==> config.mk <==
export PLATFORM = sky130hd
export DESIGN_NAME = c_subset_lexer
export DESIGN_NICKNAME = d
export VERILOG_FILES = /design/src/rtl/clx_pkg.sv /design/src/rtl/clx_step.sv /design/src/rtl/clx_queue.sv /design/src/rtl/c_subset_lexer.sv
export SDC_FILE = /design/constraint.sdc
export NUM_CORES = 1
export LEC_CHECK = 0
export BUFFER_PORTS_ARGS = -buffer_cell sky130_fd_sc_hd__buf_2
export CAP_MARGIN = 20
export CORE_MARGIN = 2
export CORE_UTILIZATION = 57
export CTS_CLUSTER_DIAMETER = 200
export DETAILED_ROUTE_END_ITERATION = 16
export HOLD_SLACK_MARGIN = 0.05
export MAX_ROUTING_LAYER = met4
export PLACE_DENSITY_LB_ADDON = 0.25
export SLEW_MARGIN = 30
export SYNTH_ARGS = -nofsm -noshare
export SYNTH_HDL_FRONTEND = slang
export SYNTH_SLANG_ARGS = --single-unit
==> constraint.sdc <==
create_clock -name i_clk -period 7.2 [get_ports i_clk]
set_clock_uncertainty 0.05 [all_clocks]
set_input_delay 0.36 -clock i_clk [delete_from_list [all_inputs] [get_ports i_clk]]
set_output_delay 0.36 -clock i_clk [all_outputs]
set_load 0.01 [all_outputs]
==> src/rtl/clx_pkg.sv <==
// clx_pkg: shared types, scan mode codes, token kinds, error codes and keyword tables
// for the c subset lexer. No dependencies.
package clx_pkg;

    // default position counter widths
    localparam int LINE_BITS_DEF   = 16;
    localparam int COLUMN_BITS_DEF = 12;

    // result queue depth, two free entries are needed to take a word
    localparam int QUEUE_DEPTH = 4;

    localparam int NKW = 21;

    // scan mode codes
    localparam logic [4:0] M_IDLE     = 5'd0;
    localparam logic [4:0] M_IDENT    = 5'd1;
    localparam logic [4:0] M_NUMBER   = 5'd2;
    localparam logic [4:0] M_OP1      = 5'd3;
    localparam logic [4:0] M_OP2      = 5'd4;
    localparam logic [4:0] M_SLASH    = 5'd5;
    localparam logic [4:0] M_LCOMM    = 5'd6;
    localparam logic [4:0] M_BCOMM    = 5'd7;
    localparam logic [4:0] M_BSTAR    = 5'd8;
    localparam logic [4:0] M_STR      = 5'd9;
    localparam logic [4:0] M_STR_ESC  = 5'd10;
    localparam logic [4:0] M_CH_OPEN  = 5'd11;
    localparam logic [4:0] M_CH_ESC   = 5'd12;
    localparam logic [4:0] M_CH_CLOSE = 5'd13;
    localparam logic [4:0] M_BSLASH   = 5'd14;
    localparam logic [4:0] M_DONE     = 5'd15;
    localparam logic [4:0] M_HALT     = 5'd16;

    // token kinds
    localparam logic [5:0] K_END    = 6'd0;
    localparam logic [5:0] K_IDENT  = 6'd1;
    localparam logic [5:0] K_NUMBER = 6'd2;
    localparam logic [5:0] K_CHAR   = 6'd3;
    localparam logic [5:0] K_STRING = 6'd4;
    localparam logic [5:0] K_OPER   = 6'd5;

    // error codes
    localparam logic [2:0] E_NONE      = 3'd0;
    localparam logic [2:0] E_OPEN_CMT  = 3'd1;
    localparam logic [2:0] E_BAD_ESC   = 3'd2;
    localparam logic [2:0] E_NO_CLOSE  = 3'd3;
    localparam logic [2:0] E_OPEN_STR  = 3'd4;
    localparam logic [2:0] E_STRAY_BS  = 3'd5;
    localparam logic [2:0] E_UNKNOWN   = 3'd6;

    // keyword spellings, right aligned: last char in the low byte
    localparam logic [63:0] KW_NAME [NKW] = '{
        64'("static"), 64'("extern"), 64'("void"), 64'("char"), 64'("int"),
        64'("long"), 64'("double"), 64'("unsigned"), 64'("struct"),
        64'("return"), 64'("if"), 64'("else"), 64'("for"), 64'("while"),
        64'("do"), 64'("continue"), 64'("break"), 64'("switch"), 64'("case"),
        64'("default"), 64'("sizeof")
    };
    localparam logic [3:0] KW_LEN [NKW] = '{
        4'd6, 4'd6, 4'd4, 4'd4, 4'd3, 4'd4, 4'd6, 4'd8, 4'd6, 4'd6, 4'd2,
        4'd4, 4'd3, 4'd5, 4'd2, 4'd8, 4'd5, 4'd6, 4'd4, 4'd7, 4'd6
    };
    localparam logic [5:0] KW_KIND [NKW] = '{
        6'd6, 6'd7, 6'd8, 6'd3, 6'd9, 6'd10, 6'd11, 6'd12, 6'd13, 6'd14,
        6'd15, 6'd16, 6'd17, 6'd18, 6'd19, 6'd20, 6'd21, 6'd22, 6'd23, 6'd24,
        6'd5
    };

    // scanner state carried between words
    typedef struct packed {
        logic [4:0]  mode;
        logic [20:0] cand;
        logic [3:0]  len;
        logic [7:0]  hb;
        logic [5:0]  hk;
        logic        hv;
        logic        fp;
        logic [7:0]  opf;
    } t_state;

    // one result word without its position; at_cur picks current vs token position
    typedef struct packed {
        logic [7:0] value;
        logic       bvalid;
        logic [5:0] kind;
        logic       first;
        logic       last;
        logic [2:0] err;
        logic       at_cur;
    } t_item;

    function automatic t_item mk_item(logic [7:0] value, logic bvalid, logic [5:0] kind,
                                      logic first, logic last, logic [2:0] err,
                                      logic at_cur);
        t_item r;
        r.value  = value;
        r.bvalid = bvalid;
        r.kind   = kind;
        r.first  = first;
        r.last   = last;
        r.err    = err;
        r.at_cur = at_cur;
        return r;
    endfunction

endpackage

==> src/rtl/clx_step.sv <==
// clx_step: next-state and result logic of the lexer for one source word.
// Depends on clx_pkg.
module clx_step (
    input  logic [7:0]      i_c,
    input  logic            i_eoi,
    input  clx_pkg::t_state i_st,
    output clx_pkg::t_state o_st,
    output clx_pkg::t_item  o_item0,
    output clx_pkg::t_item  o_item1,
    output logic [1:0]      o_cnt,
    output logic            o_set_tok,
    output logic            o_pos_step
);

    function automatic logic is_digit(logic [7:0] c);
        return c >= "0" && c <= "9";
    endfunction

    function automatic logic is_alpha(logic [7:0] c);
        return (c >= "a" && c <= "z") || (c >= "A" && c <= "Z");
    endfunction

    function automatic logic is_space(logic [7:0] c);
        return c == " " || (c >= 8'd9 && c <= 8'd13);
    endfunction

    // char of keyword k at position pos (pos below its length)
    function automatic logic [7:0] kw_char(int k, logic [2:0] pos);
        logic [3:0] idx;
        idx = clx_pkg::KW_LEN[k] - 4'd1 - {1'b0, pos};
        return clx_pkg::KW_NAME[k][{idx[2:0], 3'b000} +: 8];
    endfunction

    // narrow the candidate mask by one identifier char
    function automatic logic [20:0] kw_filter(logic [20:0] cand, logic [3:0] len,
                                              logic [7:0] c);
        logic [20:0] r;
        r = cand;
        if (len >= 4'd8) begin
            r = '0;
        end else begin
            for (int k = 0; k < clx_pkg::NKW; k++) begin
                if (clx_pkg::KW_LEN[k] <= len || kw_char(k, len[2:0]) != c) r[k] = 1'b0;
            end
        end
        return r;
    endfunction

    // first surviving keyword of matching length, else identifier
    function automatic logic [5:0] ident_kind(logic [20:0] cand, logic [3:0] len);
        logic [5:0] r;
        logic       hit;
        r = clx_pkg::K_IDENT;
        hit = 1'b0;
        for (int k = 0; k < clx_pkg::NKW; k++) begin
            if (!hit && cand[k] && clx_pkg::KW_LEN[k] == len) begin
                r = clx_pkg::KW_KIND[k];
                hit = 1'b1;
            end
        end
        return r;
    endfunction

    function automatic logic [5:0] punct_kind(logic [7:0] c);
        case (c)
            "(": return 6'd25;
            ")": return 6'd26;
            "[": return 6'd27;
            "]": return 6'd28;
            "{": return 6'd29;
            "}": return 6'd30;
            ",": return 6'd31;
            ";": return 6'd32;
            ":": return 6'd33;
            "#": return 6'd34;
            default: return clx_pkg::K_END;
        endcase
    endfunction

    // escape decode: {ok, byte}
    function automatic logic [8:0] decode_esc(logic [7:0] c);
        case (c)
            "\\": return {1'b1, 8'd92};
            "'":  return {1'b1, 8'd39};
            "\"": return {1'b1, 8'd34};
            "n":  return {1'b1, 8'd10};
            "r":  return {1'b1, 8'd13};
            "t":  return {1'b1, 8'd9};
            "b":  return {1'b1, 8'd8};
            "f":  return {1'b1, 8'd12};
            "v":  return {1'b1, 8'd11};
            "a":  return {1'b1, 8'd7};
            "0":  return {1'b1, 8'd0};
            default: return 9'd0;
        endcase
    endfunction

    always_comb begin
        logic            pa;
        logic [7:0]      pv;
        logic            fa;
        logic [5:0]      fk;
        logic [2:0]      ea;
        logic            ed;
        logic            clr;
        logic            start;
        logic            ext;
        logic [8:0]      esc;
        logic [7:0]      c;
        clx_pkg::t_state s;
        clx_pkg::t_item  x;

        c = i_c;
        s = i_st;
        o_item0 = '0;
        o_item1 = '0;
        o_cnt = 2'd0;
        o_set_tok = 1'b0;
        o_pos_step = 1'b0;
        pa = 1'b0;
        pv = c;
        fa = 1'b0;
        fk = clx_pkg::K_OPER;
        ea = clx_pkg::E_NONE;
        ed = 1'b0;
        clr = 1'b0;
        start = 1'b0;
        ext = 1'b0;
        esc = decode_esc(c);
        x = '0;

        // decide what the word does to the open token
        if (i_st.mode == clx_pkg::M_HALT) begin
            s = i_st;
        end else if (i_st.mode == clx_pkg::M_DONE) begin
            ed = i_eoi;
        end else if (i_eoi) begin
            case (i_st.mode)
                clx_pkg::M_IDENT: begin
                    fa = 1'b1;
                    fk = ident_kind(i_st.cand, i_st.len);
                    ed = 1'b1;
                end
                clx_pkg::M_NUMBER: begin
                    fa = 1'b1;
                    fk = clx_pkg::K_NUMBER;
                    ed = 1'b1;
                end
                clx_pkg::M_OP1, clx_pkg::M_OP2, clx_pkg::M_SLASH: begin
                    fa = 1'b1;
                    ed = 1'b1;
                end
                clx_pkg::M_BCOMM, clx_pkg::M_BSTAR: ea = clx_pkg::E_OPEN_CMT;
                clx_pkg::M_STR, clx_pkg::M_STR_ESC: ea = clx_pkg::E_OPEN_STR;
                clx_pkg::M_CH_OPEN, clx_pkg::M_CH_ESC, clx_pkg::M_CH_CLOSE:
                    ea = clx_pkg::E_NO_CLOSE;
                clx_pkg::M_BSLASH: ea = clx_pkg::E_STRAY_BS;
                default: ed = 1'b1;
            endcase
        end else begin
            o_pos_step = 1'b1;
            case (i_st.mode)
                clx_pkg::M_IDLE: start = 1'b1;
                clx_pkg::M_IDENT: begin
                    if (is_alpha(c) || is_digit(c) || c == "_") begin
                        s.cand = kw_filter(i_st.cand, i_st.len, c);
                        if (i_st.len != 4'd15) s.len = i_st.len + 4'd1;
                        pa = 1'b1;
                    end else begin
                        fa = 1'b1;
                        fk = ident_kind(i_st.cand, i_st.len);
                        start = 1'b1;
                    end
                end
                clx_pkg::M_NUMBER: begin
                    if (is_digit(c)) begin
                        pa = 1'b1;
                    end else begin
                        fa = 1'b1;
                        fk = clx_pkg::K_NUMBER;
                        start = 1'b1;
                    end
                end
                clx_pkg::M_OP1: begin
                    if ((i_st.opf == "<" || i_st.opf == ">") && c == i_st.opf) begin
                        pa = 1'b1;
                        s.mode = clx_pkg::M_OP2;
                    end else begin
                        if (i_st.opf == "<" || i_st.opf == ">") ext = (c == "=");
                        else if (i_st.opf == "+" || i_st.opf == "&" || i_st.opf == "|")
                            ext = (c == i_st.opf || c == "=");
                        else if (i_st.opf == "-") ext = (c == "-" || c == "=" || c == ">");
                        else ext = (c == "=");
                        pa = ext;
                        fa = 1'b1;
                        start = !ext;
                    end
                end
                clx_pkg::M_OP2: begin
                    pa = (c == "=");
                    fa = 1'b1;
                    start = (c != "=");
                end
                clx_pkg::M_SLASH: begin
                    if (c == "/" || c == "*") begin
                        clr = 1'b1;
                        s.mode = (c == "/") ? clx_pkg::M_LCOMM : clx_pkg::M_BCOMM;
                    end else begin
                        pa = (c == "=");
                        fa = 1'b1;
                        start = (c != "=");
                    end
                end
                clx_pkg::M_LCOMM: if (c == 8'd10) s.mode = clx_pkg::M_IDLE;
                clx_pkg::M_BCOMM: if (c == "*") s.mode = clx_pkg::M_BSTAR;
                clx_pkg::M_BSTAR: begin
                    if (c == "/") s.mode = clx_pkg::M_IDLE;
                    else if (c != "*") s.mode = clx_pkg::M_BCOMM;
                end
                clx_pkg::M_STR: begin
                    if (c == "\"") begin
                        fa = 1'b1;
                        fk = clx_pkg::K_STRING;
                    end else if (c == "\\") begin
                        s.mode = clx_pkg::M_STR_ESC;
                    end else begin
                        pa = 1'b1;
                    end
                end
                clx_pkg::M_STR_ESC: begin
                    if (c == 8'd10) begin
                        s.mode = clx_pkg::M_STR;
                    end else if (esc[8]) begin
                        pa = 1'b1;
                        pv = esc[7:0];
                        s.mode = clx_pkg::M_STR;
                    end else begin
                        ea = clx_pkg::E_BAD_ESC;
                    end
                end
                clx_pkg::M_CH_OPEN: begin
                    if (c == "\\") begin
                        s.mode = clx_pkg::M_CH_ESC;
                    end else begin
                        pa = 1'b1;
                        s.mode = clx_pkg::M_CH_CLOSE;
                    end
                end
                clx_pkg::M_CH_ESC: begin
                    if (c == 8'd10) begin
                        s.mode = clx_pkg::M_CH_OPEN;
                    end else if (esc[8]) begin
                        pa = 1'b1;
                        pv = esc[7:0];
                        s.mode = clx_pkg::M_CH_CLOSE;
                    end else begin
                        ea = clx_pkg::E_BAD_ESC;
                    end
                end
                clx_pkg::M_CH_CLOSE: begin
                    if (c == "'") begin
                        fa = 1'b1;
                        fk = clx_pkg::K_CHAR;
                    end else begin
                        ea = clx_pkg::E_NO_CLOSE;
                    end
                end
                clx_pkg::M_BSLASH: begin
                    if (c == 8'd10) s.mode = clx_pkg::M_IDLE;
                    else ea = clx_pkg::E_STRAY_BS;
                end
                default: begin
                    s.mode = clx_pkg::M_IDLE;
                    start = 1'b1;
                end
            endcase
        end

        // comment opener drops the held slash
        if (clr) begin
            s.hv = 1'b0;
            s.fp = 1'b0;
        end
        // push: release the held byte, hold the new one
        if (pa) begin
            if (s.hv) begin
                x = clx_pkg::mk_item(s.hb, 1'b1, s.hk, s.fp, 1'b0, clx_pkg::E_NONE, 1'b0);
                if (o_cnt == 2'd0) o_item0 = x; else o_item1 = x;
                o_cnt = o_cnt + 2'd1;
                s.fp = 1'b0;
            end
            s.hb = pv;
            s.hv = 1'b1;
        end
        // finish: last word of the token, or an empty one
        if (fa) begin
            if (s.hv) x = clx_pkg::mk_item(s.hb, 1'b1, fk, s.fp, 1'b1, clx_pkg::E_NONE, 1'b0);
            else x = clx_pkg::mk_item(8'd0, 1'b0, fk, 1'b1, 1'b1, clx_pkg::E_NONE, 1'b0);
            if (o_cnt == 2'd0) o_item0 = x; else o_item1 = x;
            o_cnt = o_cnt + 2'd1;
            s.hv = 1'b0;
            s.fp = 1'b0;
            s.mode = clx_pkg::M_IDLE;
        end
        // error word, then halt
        if (ea != clx_pkg::E_NONE) begin
            s.hv = 1'b0;
            s.fp = 1'b0;
            x = clx_pkg::mk_item(8'd0, 1'b0, clx_pkg::K_END, 1'b1, 1'b1, ea, 1'b1);
            if (o_cnt == 2'd0) o_item0 = x; else o_item1 = x;
            o_cnt = o_cnt + 2'd1;
            s.mode = clx_pkg::M_HALT;
        end
        // end of input word
        if (ed) begin
            x = clx_pkg::mk_item(8'd0, 1'b0, clx_pkg::K_END, 1'b1, 1'b1, clx_pkg::E_NONE, 1'b1);
            if (o_cnt == 2'd0) o_item0 = x; else o_item1 = x;
            o_cnt = o_cnt + 2'd1;
            s.mode = clx_pkg::M_DONE;
        end

        // start a new token from this byte
        if (start) begin
            s.mode = clx_pkg::M_IDLE;
            if (is_space(c)) begin
                s.mode = clx_pkg::M_IDLE;
            end else if (is_digit(c) || is_alpha(c) || c == "_" || c == "/" ||
                         c == "*" || c == "%" || c == "^" || c == "!" || c == "=" ||
                         c == "+" || c == "&" || c == "|" || c == "-" || c == "<" ||
                         c == ">") begin
                o_set_tok = 1'b1;
                s.fp = 1'b1;
                s.hb = c;
                s.hv = 1'b1;
                if (is_digit(c)) begin
                    s.hk = clx_pkg::K_NUMBER;
                    s.mode = clx_pkg::M_NUMBER;
                end else if (is_alpha(c) || c == "_") begin
                    s.hk = clx_pkg::K_IDENT;
                    s.cand = kw_filter('1, 4'd0, c);
                    s.len = 4'd1;
                    s.mode = clx_pkg::M_IDENT;
                end else if (c == "/") begin
                    s.hk = clx_pkg::K_OPER;
                    s.mode = clx_pkg::M_SLASH;
                end else begin
                    s.hk = clx_pkg::K_OPER;
                    s.opf = c;
                    s.mode = clx_pkg::M_OP1;
                end
            end else if (c == "'" || c == "\"") begin
                o_set_tok = 1'b1;
                s.fp = 1'b1;
                s.hv = 1'b0;
                s.hk = (c == "'") ? clx_pkg::K_CHAR : clx_pkg::K_STRING;
                s.mode = (c == "'") ? clx_pkg::M_CH_OPEN : clx_pkg::M_STR;
            end else if (c == "\\") begin
                s.mode = clx_pkg::M_BSLASH;
            end else if (c == "~" || c == "." || c == "?" || punct_kind(c) != clx_pkg::K_END)
            begin
                x = clx_pkg::mk_item(c, 1'b1,
                                     (punct_kind(c) != clx_pkg::K_END) ? punct_kind(c)
                                                                        : clx_pkg::K_OPER,
                                     1'b1, 1'b1, clx_pkg::E_NONE, 1'b1);
                if (o_cnt == 2'd0) o_item0 = x; else o_item1 = x;
                o_cnt = o_cnt + 2'd1;
            end else begin
                s.hv = 1'b0;
                s.fp = 1'b0;
                x = clx_pkg::mk_item(8'd0, 1'b0, clx_pkg::K_END, 1'b1, 1'b1,
                                     clx_pkg::E_UNKNOWN, 1'b1);
                if (o_cnt == 2'd0) o_item0 = x; else o_item1 = x;
                o_cnt = o_cnt + 2'd1;
                s.mode = clx_pkg::M_HALT;
            end
        end

        o_st = s;
    end

endmodule

==> src/rtl/clx_queue.sv <==
// clx_queue: result queue, up to two words in per cycle, one out when ready.
// Depends on clx_pkg for its depth.
module clx_queue #(
    parameter int W = 40
) (
    input  logic         i_clk,
    input  logic         i_rst_n,
    input  logic [1:0]   i_wr_cnt,
    input  logic [W-1:0] i_d0,
    input  logic [W-1:0] i_d1,
    output logic         o_room,
    output logic         o_valid,
    input  logic         i_ready,
    output logic [W-1:0] o_data
);

    localparam int D  = clx_pkg::QUEUE_DEPTH;
    localparam int CW = $clog2(D + 1);

    logic [W-1:0]  r_q [D];
    logic [W-1:0]  n_q [D];
    logic [CW-1:0] r_cnt;
    logic [CW-1:0] n_cnt;
    logic [CW-1:0] base;
    logic          pop;

    assign o_valid = (r_cnt != '0);
    assign o_data  = r_q[0];
    assign o_room  = (r_cnt <= CW'(D - 2));
    assign pop     = o_valid && i_ready;
    assign base    = r_cnt - CW'(pop);

    // shift on read, then fill behind the live entries
    always_comb begin
        for (int i = 0; i < D; i++) begin
            n_q[i] = r_q[i];
            if (pop) n_q[i] = (i < D - 1) ? r_q[(i < D - 1) ? i + 1 : i] : r_q[i];
            if (i_wr_cnt != 2'd0 && CW'(i) == base) n_q[i] = i_d0;
            if (i_wr_cnt == 2'd2 && CW'(i) == base + CW'(1)) n_q[i] = i_d1;
        end
        n_cnt = base + CW'(i_wr_cnt);
    end

    always_ff @(posedge i_clk) begin
        for (int i = 0; i < D; i++) r_q[i] <= n_q[i];
        if (!i_rst_n) r_cnt <= '0;
        else r_cnt <= n_cnt;
    end

    a_cnt_bound: assert property (@(posedge i_clk) disable iff (!i_rst_n)
        r_cnt <= CW'(D)) else $error("queue overfilled");
    a_no_write_full: assert property (@(posedge i_clk) disable iff (!i_rst_n)
        (i_wr_cnt != 2'd0) |-> (base + CW'(i_wr_cnt) <= CW'(D)))
        else $error("write beyond queue depth");
    a_drain: assert property (@(posedge i_clk) disable iff (!i_rst_n)
        (pop && i_wr_cnt == 2'd0) |=> (r_cnt == $past(r_cnt) - CW'(1)))
        else $error("read did not drain");

endmodule

==> src/rtl/c_subset_lexer.sv <==
// c_subset_lexer: top level of the c subset lexer, state registers and position counters.
// Depends on clx_pkg, clx_step and clx_queue.
//
//  channel | valid / ready        | payload
//  source  | i_valid / o_ready    | i_src_byte, i_end_of_input
//  token   | o_valid / i_ready    | o_value_byte .. o_error_code
//
// one source word is taken per cycle while o_ready is high; its result words go
// to a four-entry queue the same cycle and leave it one word per cycle while i_ready
// o_ready needs two free queue entries, so a stalled token side holds off input
// synchronous active-low reset returns to line 1, column 0, between tokens
// after an error no word is produced until reset; after END each end mark repeats END
module c_subset_lexer #(
    parameter int LINE_BITS   = clx_pkg::LINE_BITS_DEF,
    parameter int COLUMN_BITS = clx_pkg::COLUMN_BITS_DEF
) (
    input  logic                   i_clk,
    input  logic                   i_rst_n,
    input  logic                   i_valid,
    output logic                   o_ready,
    input  logic [7:0]             i_src_byte,
    input  logic                   i_end_of_input,
    output logic                   o_valid,
    input  logic                   i_ready,
    output logic [7:0]             o_value_byte,
    output logic                   o_byte_valid,
    output logic [5:0]             o_token_kind,
    output logic [LINE_BITS-1:0]   o_start_line,
    output logic [COLUMN_BITS-1:0] o_start_column,
    output logic                   o_first_of_token,
    output logic                   o_last_of_token,
    output logic [2:0]             o_error_code
);

    localparam int RW = 8 + 1 + 6 + LINE_BITS + COLUMN_BITS + 1 + 1 + 3;

    clx_pkg::t_state        r_st;
    clx_pkg::t_state        n_st;
    clx_pkg::t_item         item0;
    clx_pkg::t_item         item1;
    logic [1:0]             cnt;
    logic                   set_tok;
    logic                   pos_step;
    logic                   acc;
    logic [LINE_BITS-1:0]   r_line;
    logic [COLUMN_BITS-1:0] r_col;
    logic [LINE_BITS-1:0]   r_tok_line;
    logic [COLUMN_BITS-1:0] r_tok_col;
    logic [RW-1:0]          d0;
    logic [RW-1:0]          d1;
    logic [RW-1:0]          q_data;
    logic [1:0]             wr_cnt;

    assign acc    = i_valid && o_ready;
    assign wr_cnt = acc ? cnt : 2'd0;

    clx_step u_step (
        .i_c        (i_src_byte),
        .i_eoi      (i_end_of_input),
        .i_st       (r_st),
        .o_st       (n_st),
        .o_item0    (item0),
        .o_item1    (item1),
        .o_cnt      (cnt),
        .o_set_tok  (set_tok),
        .o_pos_step (pos_step)
    );

    // pack words with their positions
    assign d0 = {item0.value, item0.bvalid, item0.kind,
                 item0.at_cur ? r_line : r_tok_line, item0.at_cur ? r_col : r_tok_col,
                 item0.first, item0.last, item0.err};
    assign d1 = {item1.value, item1.bvalid, item1.kind,
                 item1.at_cur ? r_line : r_tok_line, item1.at_cur ? r_col : r_tok_col,
                 item1.first, item1.last, item1.err};

    clx_queue #(.W(RW)) u_queue (
        .i_clk    (i_clk),
        .i_rst_n  (i_rst_n),
        .i_wr_cnt (wr_cnt),
        .i_d0     (d0),
        .i_d1     (d1),
        .o_room   (o_ready),
        .o_valid  (o_valid),
        .i_ready  (i_ready),
        .o_data   (q_data)
    );

    assign {o_value_byte, o_byte_valid, o_token_kind, o_start_line, o_start_column,
            o_first_of_token, o_last_of_token, o_error_code} = q_data;

    // scanner state and saturating position counters
    always_ff @(posedge i_clk) begin
        if (!i_rst_n) begin
            r_st.mode  <= clx_pkg::M_IDLE;
            r_st.cand  <= '1;
            r_st.len   <= '0;
            r_st.hb    <= '0;
            r_st.hk    <= '0;
            r_st.hv    <= 1'b0;
            r_st.fp    <= 1'b0;
            r_st.opf   <= '0;
            r_line     <= LINE_BITS'(1);
            r_col      <= '0;
            r_tok_line <= LINE_BITS'(1);
            r_tok_col  <= '0;
        end else if (acc) begin
            r_st <= n_st;
            if (set_tok) begin
                r_tok_line <= r_line;
                r_tok_col  <= r_col;
            end
            if (pos_step) begin
                if (i_src_byte == 8'd10) begin
                    if (r_line != {LINE_BITS{1'b1}}) r_line <= r_line + LINE_BITS'(1);
                    r_col <= '0;
                end else if (r_col != {COLUMN_BITS{1'b1}}) begin
                    r_col <= r_col + COLUMN_BITS'(1);
                end
            end
        end
    end

    a_halt_quiet: assert property (@(posedge i_clk) disable iff (!i_rst_n)
        (r_st.mode == clx_pkg::M_HALT) |-> (cnt == 2'd0)) else $error("word after halt");
    a_err_halts: assert property (@(posedge i_clk) disable iff (!i_rst_n)
        (acc && cnt != 2'd0 && item0.err != clx_pkg::E_NONE) |=>
        (r_st.mode == clx_pkg::M_HALT)) else $error("error did not halt");
    a_done_empty: assert property (@(posedge i_clk) disable iff (!i_rst_n)
        (r_st.mode == clx_pkg::M_DONE) |-> !r_st.hv) else $error("held byte after end");

endmodule

==> results.tsv <==
stage	metric	value	unit
logic_synthesis	synth-seq-cells	302	
worst_setup_path	slowest_delay	0.62	ns
detailed_routing	vias_per_cell	6.694	
worst_setup_path	required	7.41	ns
clock_network	cts_made_buffers	35	
worst_setup_path	crit_family	simple AND/OR/NAND/NOR gates	
worst_setup_path	crit_path_end_kind	flip-flop	
placement	place_area	20710	µm²
detailed_routing	wl_per_cell	23.07	µm
run_status	outcome	complete, no violations	
logic_synthesis	synth_compound_area_share	21.27	%
floorplanning	core	34370	µm²
pwr	p_int	4828	µW
placement	place_congestion	0.9590	
sta	setup_viol	0	
logic_synthesis	synthArstFlopShare	0	%
worst_setup_path	crit_type	reg -> reg	
logic_synthesis	yosys_most_used_dff	edfxtp_1	
clock_network	cts_buffer_depth	3	
logic_synthesis	synth_top_family_by_area	compound AO/OA/AOI/OAI gates	
global_routing	grt_pass1_vias	17341	
finish	area_growth	9.738	%
logic_synthesis	netlist_area	19840	µm²
worst_setup_path	cp_slowest_cell	o21ai_0	
finish	final_nets	2276	
clock_network	cts_tree	yes	
detailed_routing	drt_pass1_iterations	6	
logic_synthesis	synthAdderAreaFrac	2.107	%
sta	finalSetupTns	0	ns
pwr	power_frac_comb	45.0	%
pwr	p_clk_share	20.3	%
pwr	switching_share	40.52	%
worst_setup_path	cp_common_cell	ha_1	
clock_network	cts-root-buf	clkbuf_16	
floorplanning	die-area	36310	µm²
worst_setup_path	cp-start-kind	flip-flop	
logic_synthesis	synthSimpleGateAreaFrac	18.63	%
logic_synthesis	synthMuxAreaShare	9.303	%
placement	dp.final_hpwl	42860	µm
detailed_routing	vias	18153	
global_routing	grt_antenna_before_repair	1	
sta	fmax	153.7	MHz
clock_network	clk_latency	0.55	ns
global_routing	grt_max_degree	61	
pwr	p_sw	3289	µW
floorplanning	row_count	68	
floorplanning	die_h	190.6	µm
floorplanning	initial_utilization	57.71	%
floorplanning	ios	63	
logic_synthesis	netlist_instances	2243	
logic_synthesis	yosys_warnings	0	
pwr	irDropWorstVdd	0.0003338	V
logic_synthesis	yosysSeqAreaShare	40.16	%
clock_network	clkSinkCount	302	
logic_synthesis	ys_types	102	
detailed_routing	drtAntennaViolNets	0	
sta	timing.final.max_slew_violations	0	
clock_network	cts_resized	0	
global_routing	gr-usage-all-layers	35.40	%
sta	timing.slew.headroom	31.60	%
sta	grt_setup_unrepaired	no	
logic_synthesis	synth_area_leader_cell	edfxtp_1	
detailed_routing	wl	62560	µm
placement	numPortBuffers	62	
logic_synthesis	synth_nets	2288	
sta	hold_violations	0	
finish	layout-drive-gt1-share	12.28	%
sta	period_share	90.34	%
logic_synthesis	synth_most_common_cell	nor2_1	
pwr	seqPwrFrac	34.6	%
worst_setup_path	cp.arrival	6.71	ns
floorplanning	die_x	190.6	µm
flow_run	maxCapViolations	0	
sta	worst_pin_slew	1.018	ns
clock_network	cts_max_level	2	
pwr	p_leak	0.007906	µW
detailed_routing	drc	0	
finish	finalInstanceArea	21770	µm²
logic_synthesis	syn_area_per_cell	8.844	µm²
sta	fin_crit	6.505	ns
logic_synthesis	synthXorXnorAreaFrac	4.106	%
detailed_routing	drt-initial-drc-count	2195	
clock_network	cts_setup_buffers	0	
logic_synthesis	synth_edf_count	192	
global_routing	grt_pass1_wl	98530	µm
logic_synthesis	synth_top_area_share	29.06	%
worst_setup_path	cp_max_fo	26	
clock_network	holdBufCountCts	0	
worst_setup_path	critical_path.cell_chain	buf_4 -> inv_1 -> nor2_1 -> o21ai_0 -> o22a_1 -> a41oi_1 -> or2_2 -> nand2_1 -> inv_1 -> ha_1 -> or4_1 -> nand2_1 -> ha_1 -> and2_1 -> a31oi_1 -> ha_1 -> nor3_1 -> nand3_1 -> o2111a_2 -> buf_16 -> o21ai_0 -> o22ai_1	
logic_synthesis	synthTopCellsByCount	245 x nor2_1, 202 x o21ai_0, 192 x edfxtp_1	
min_path	min_path_type	in -> reg	
worst_setup_path	crit_buf_inv	4	
global_routing	overflow	0	
logic_synthesis	synth_area_leaders	edfxtp_1 29%, dfxtp_1 11%, mux2i_1 5.5%	
pwr	p_per_area	372.9	nW/µm²
clock_network	path_clk_slew	0.06	ns
## stage by stage
stage,hold WS [ns],setup slack (ns),std cells,power (µW),util [%]
2_1_floorplan,0.3761,0.1074,2243,5247,-
6_report,0.2527,0.6954,2712,8118,63.33
5_1_grt,0.2540,0.3517,2712,8541,63.33
4_1_cts,0.2281,0.8020,2710,8067,63.25
3_5_place_dp,0.3987,0.4540,2648,6413,60.25
3_3_place_gp,0.3907,0.3123,2645,6271,59.95
## worst min-delay path, stage by stage
cell and delay (ns):
buf_2 0.09, buf_4 0.25, nand2_1 0.09
## power groups by stage
stage | sequential [µW] | combinational, µW | clock, µW
after global routing | 2860 | 3950 | 1730
after detailed placement | 2840 | 3570 | 0
final | 2810 | 3660 | 1650
after CTS | 2810 | 3590 | 1660
after floorplan | 2890 | 2360 | 0
after global placement | 2830 | 3440 | 0
## sequential cells by signal, indices dropped and copies added (netlist names)
signal / count
r_tok_line: 16
r_col: 12
r_st: 51
u_queue.r_q: 192
r_tok_col: 12
r_line: 16
u_queue.r_cnt: 3
## path summary, 6_finish.rpt
| path | start | to | slack (ns) | cells after the start |
|---|---|---|---|---|
| setup / recovery | r_st[50]$_SDFFE_PN0P_ | u_queue.r_q[0][40]$_DFFE_PP_ | 0.70 | 22 |
| hold / removal | i_rst_n | r_line[0]$_SDFFE_PN1P_ | 0.25 | 3 |
| setup reg to reg | r_st[50]$_SDFFE_PN0P_ | u_queue.r_q[0][40]$_DFFE_PP_ | 0.70 | 22 |
| hold reg to reg | r_st[12]$_SDFFE_PN0P_ | r_st[12]$_SDFFE_PN0P_ | 0.41 | 2 |
## routing by layer
| layer | GRT usage (%) | part of all wire, % |
|---|---|---|
| met1 | 45.93 | 42 |
| met2 | 57.44 | 48 |
| met3 | 3.993 | 7.4 |
| met4 | 12.85 | 3.3 |
| met5 | - | 0 |
## cell usage in the layout (no fill, tap or decap), types with 41 or more instances in the layout
master      n
nor3_1     46
buf_2      62
o21ai_0   200
nand3_1    57
buf_4      77
xnor2_1    52
nand2_1   188
dfxtp_1   110
nor2_1    245
edfxtp_1  192
o22ai_1   109
xor2_1     41
mux2i_1   109
a21oi_1   130
## layout make-up
| class | instances | area (µm²) |
|---|---|---|
| fill | 2921 | 12600 |
| multi-input combinational | 1722 | 11100 |
| sequential | 302 | 7968 |
| timing repair buffer | 143 | 998.5 |
| clock buffer | 50 | 942.2 |
| tap | 455 | 569.3 |
| inverter | 27 | 101.3 |
| clock inverter | 12 | 88.84 |
| antenna | 1 | 2.502 |
## cells by family after synthesis
| logic type | after synthesis |
|---|---|
| buffers and inverters | 219 |
| multiplexers | 175 |
| AND/OR/NAND/NOR | 756 |
| AO/OA/AOI/OAI | 665 |
| adder cells (fa/ha/maj) | 33 |
| XOR/XNOR | 93 |
| flip-flops | 302 |
No activity file was read; power rests on OpenSTA's default activity.
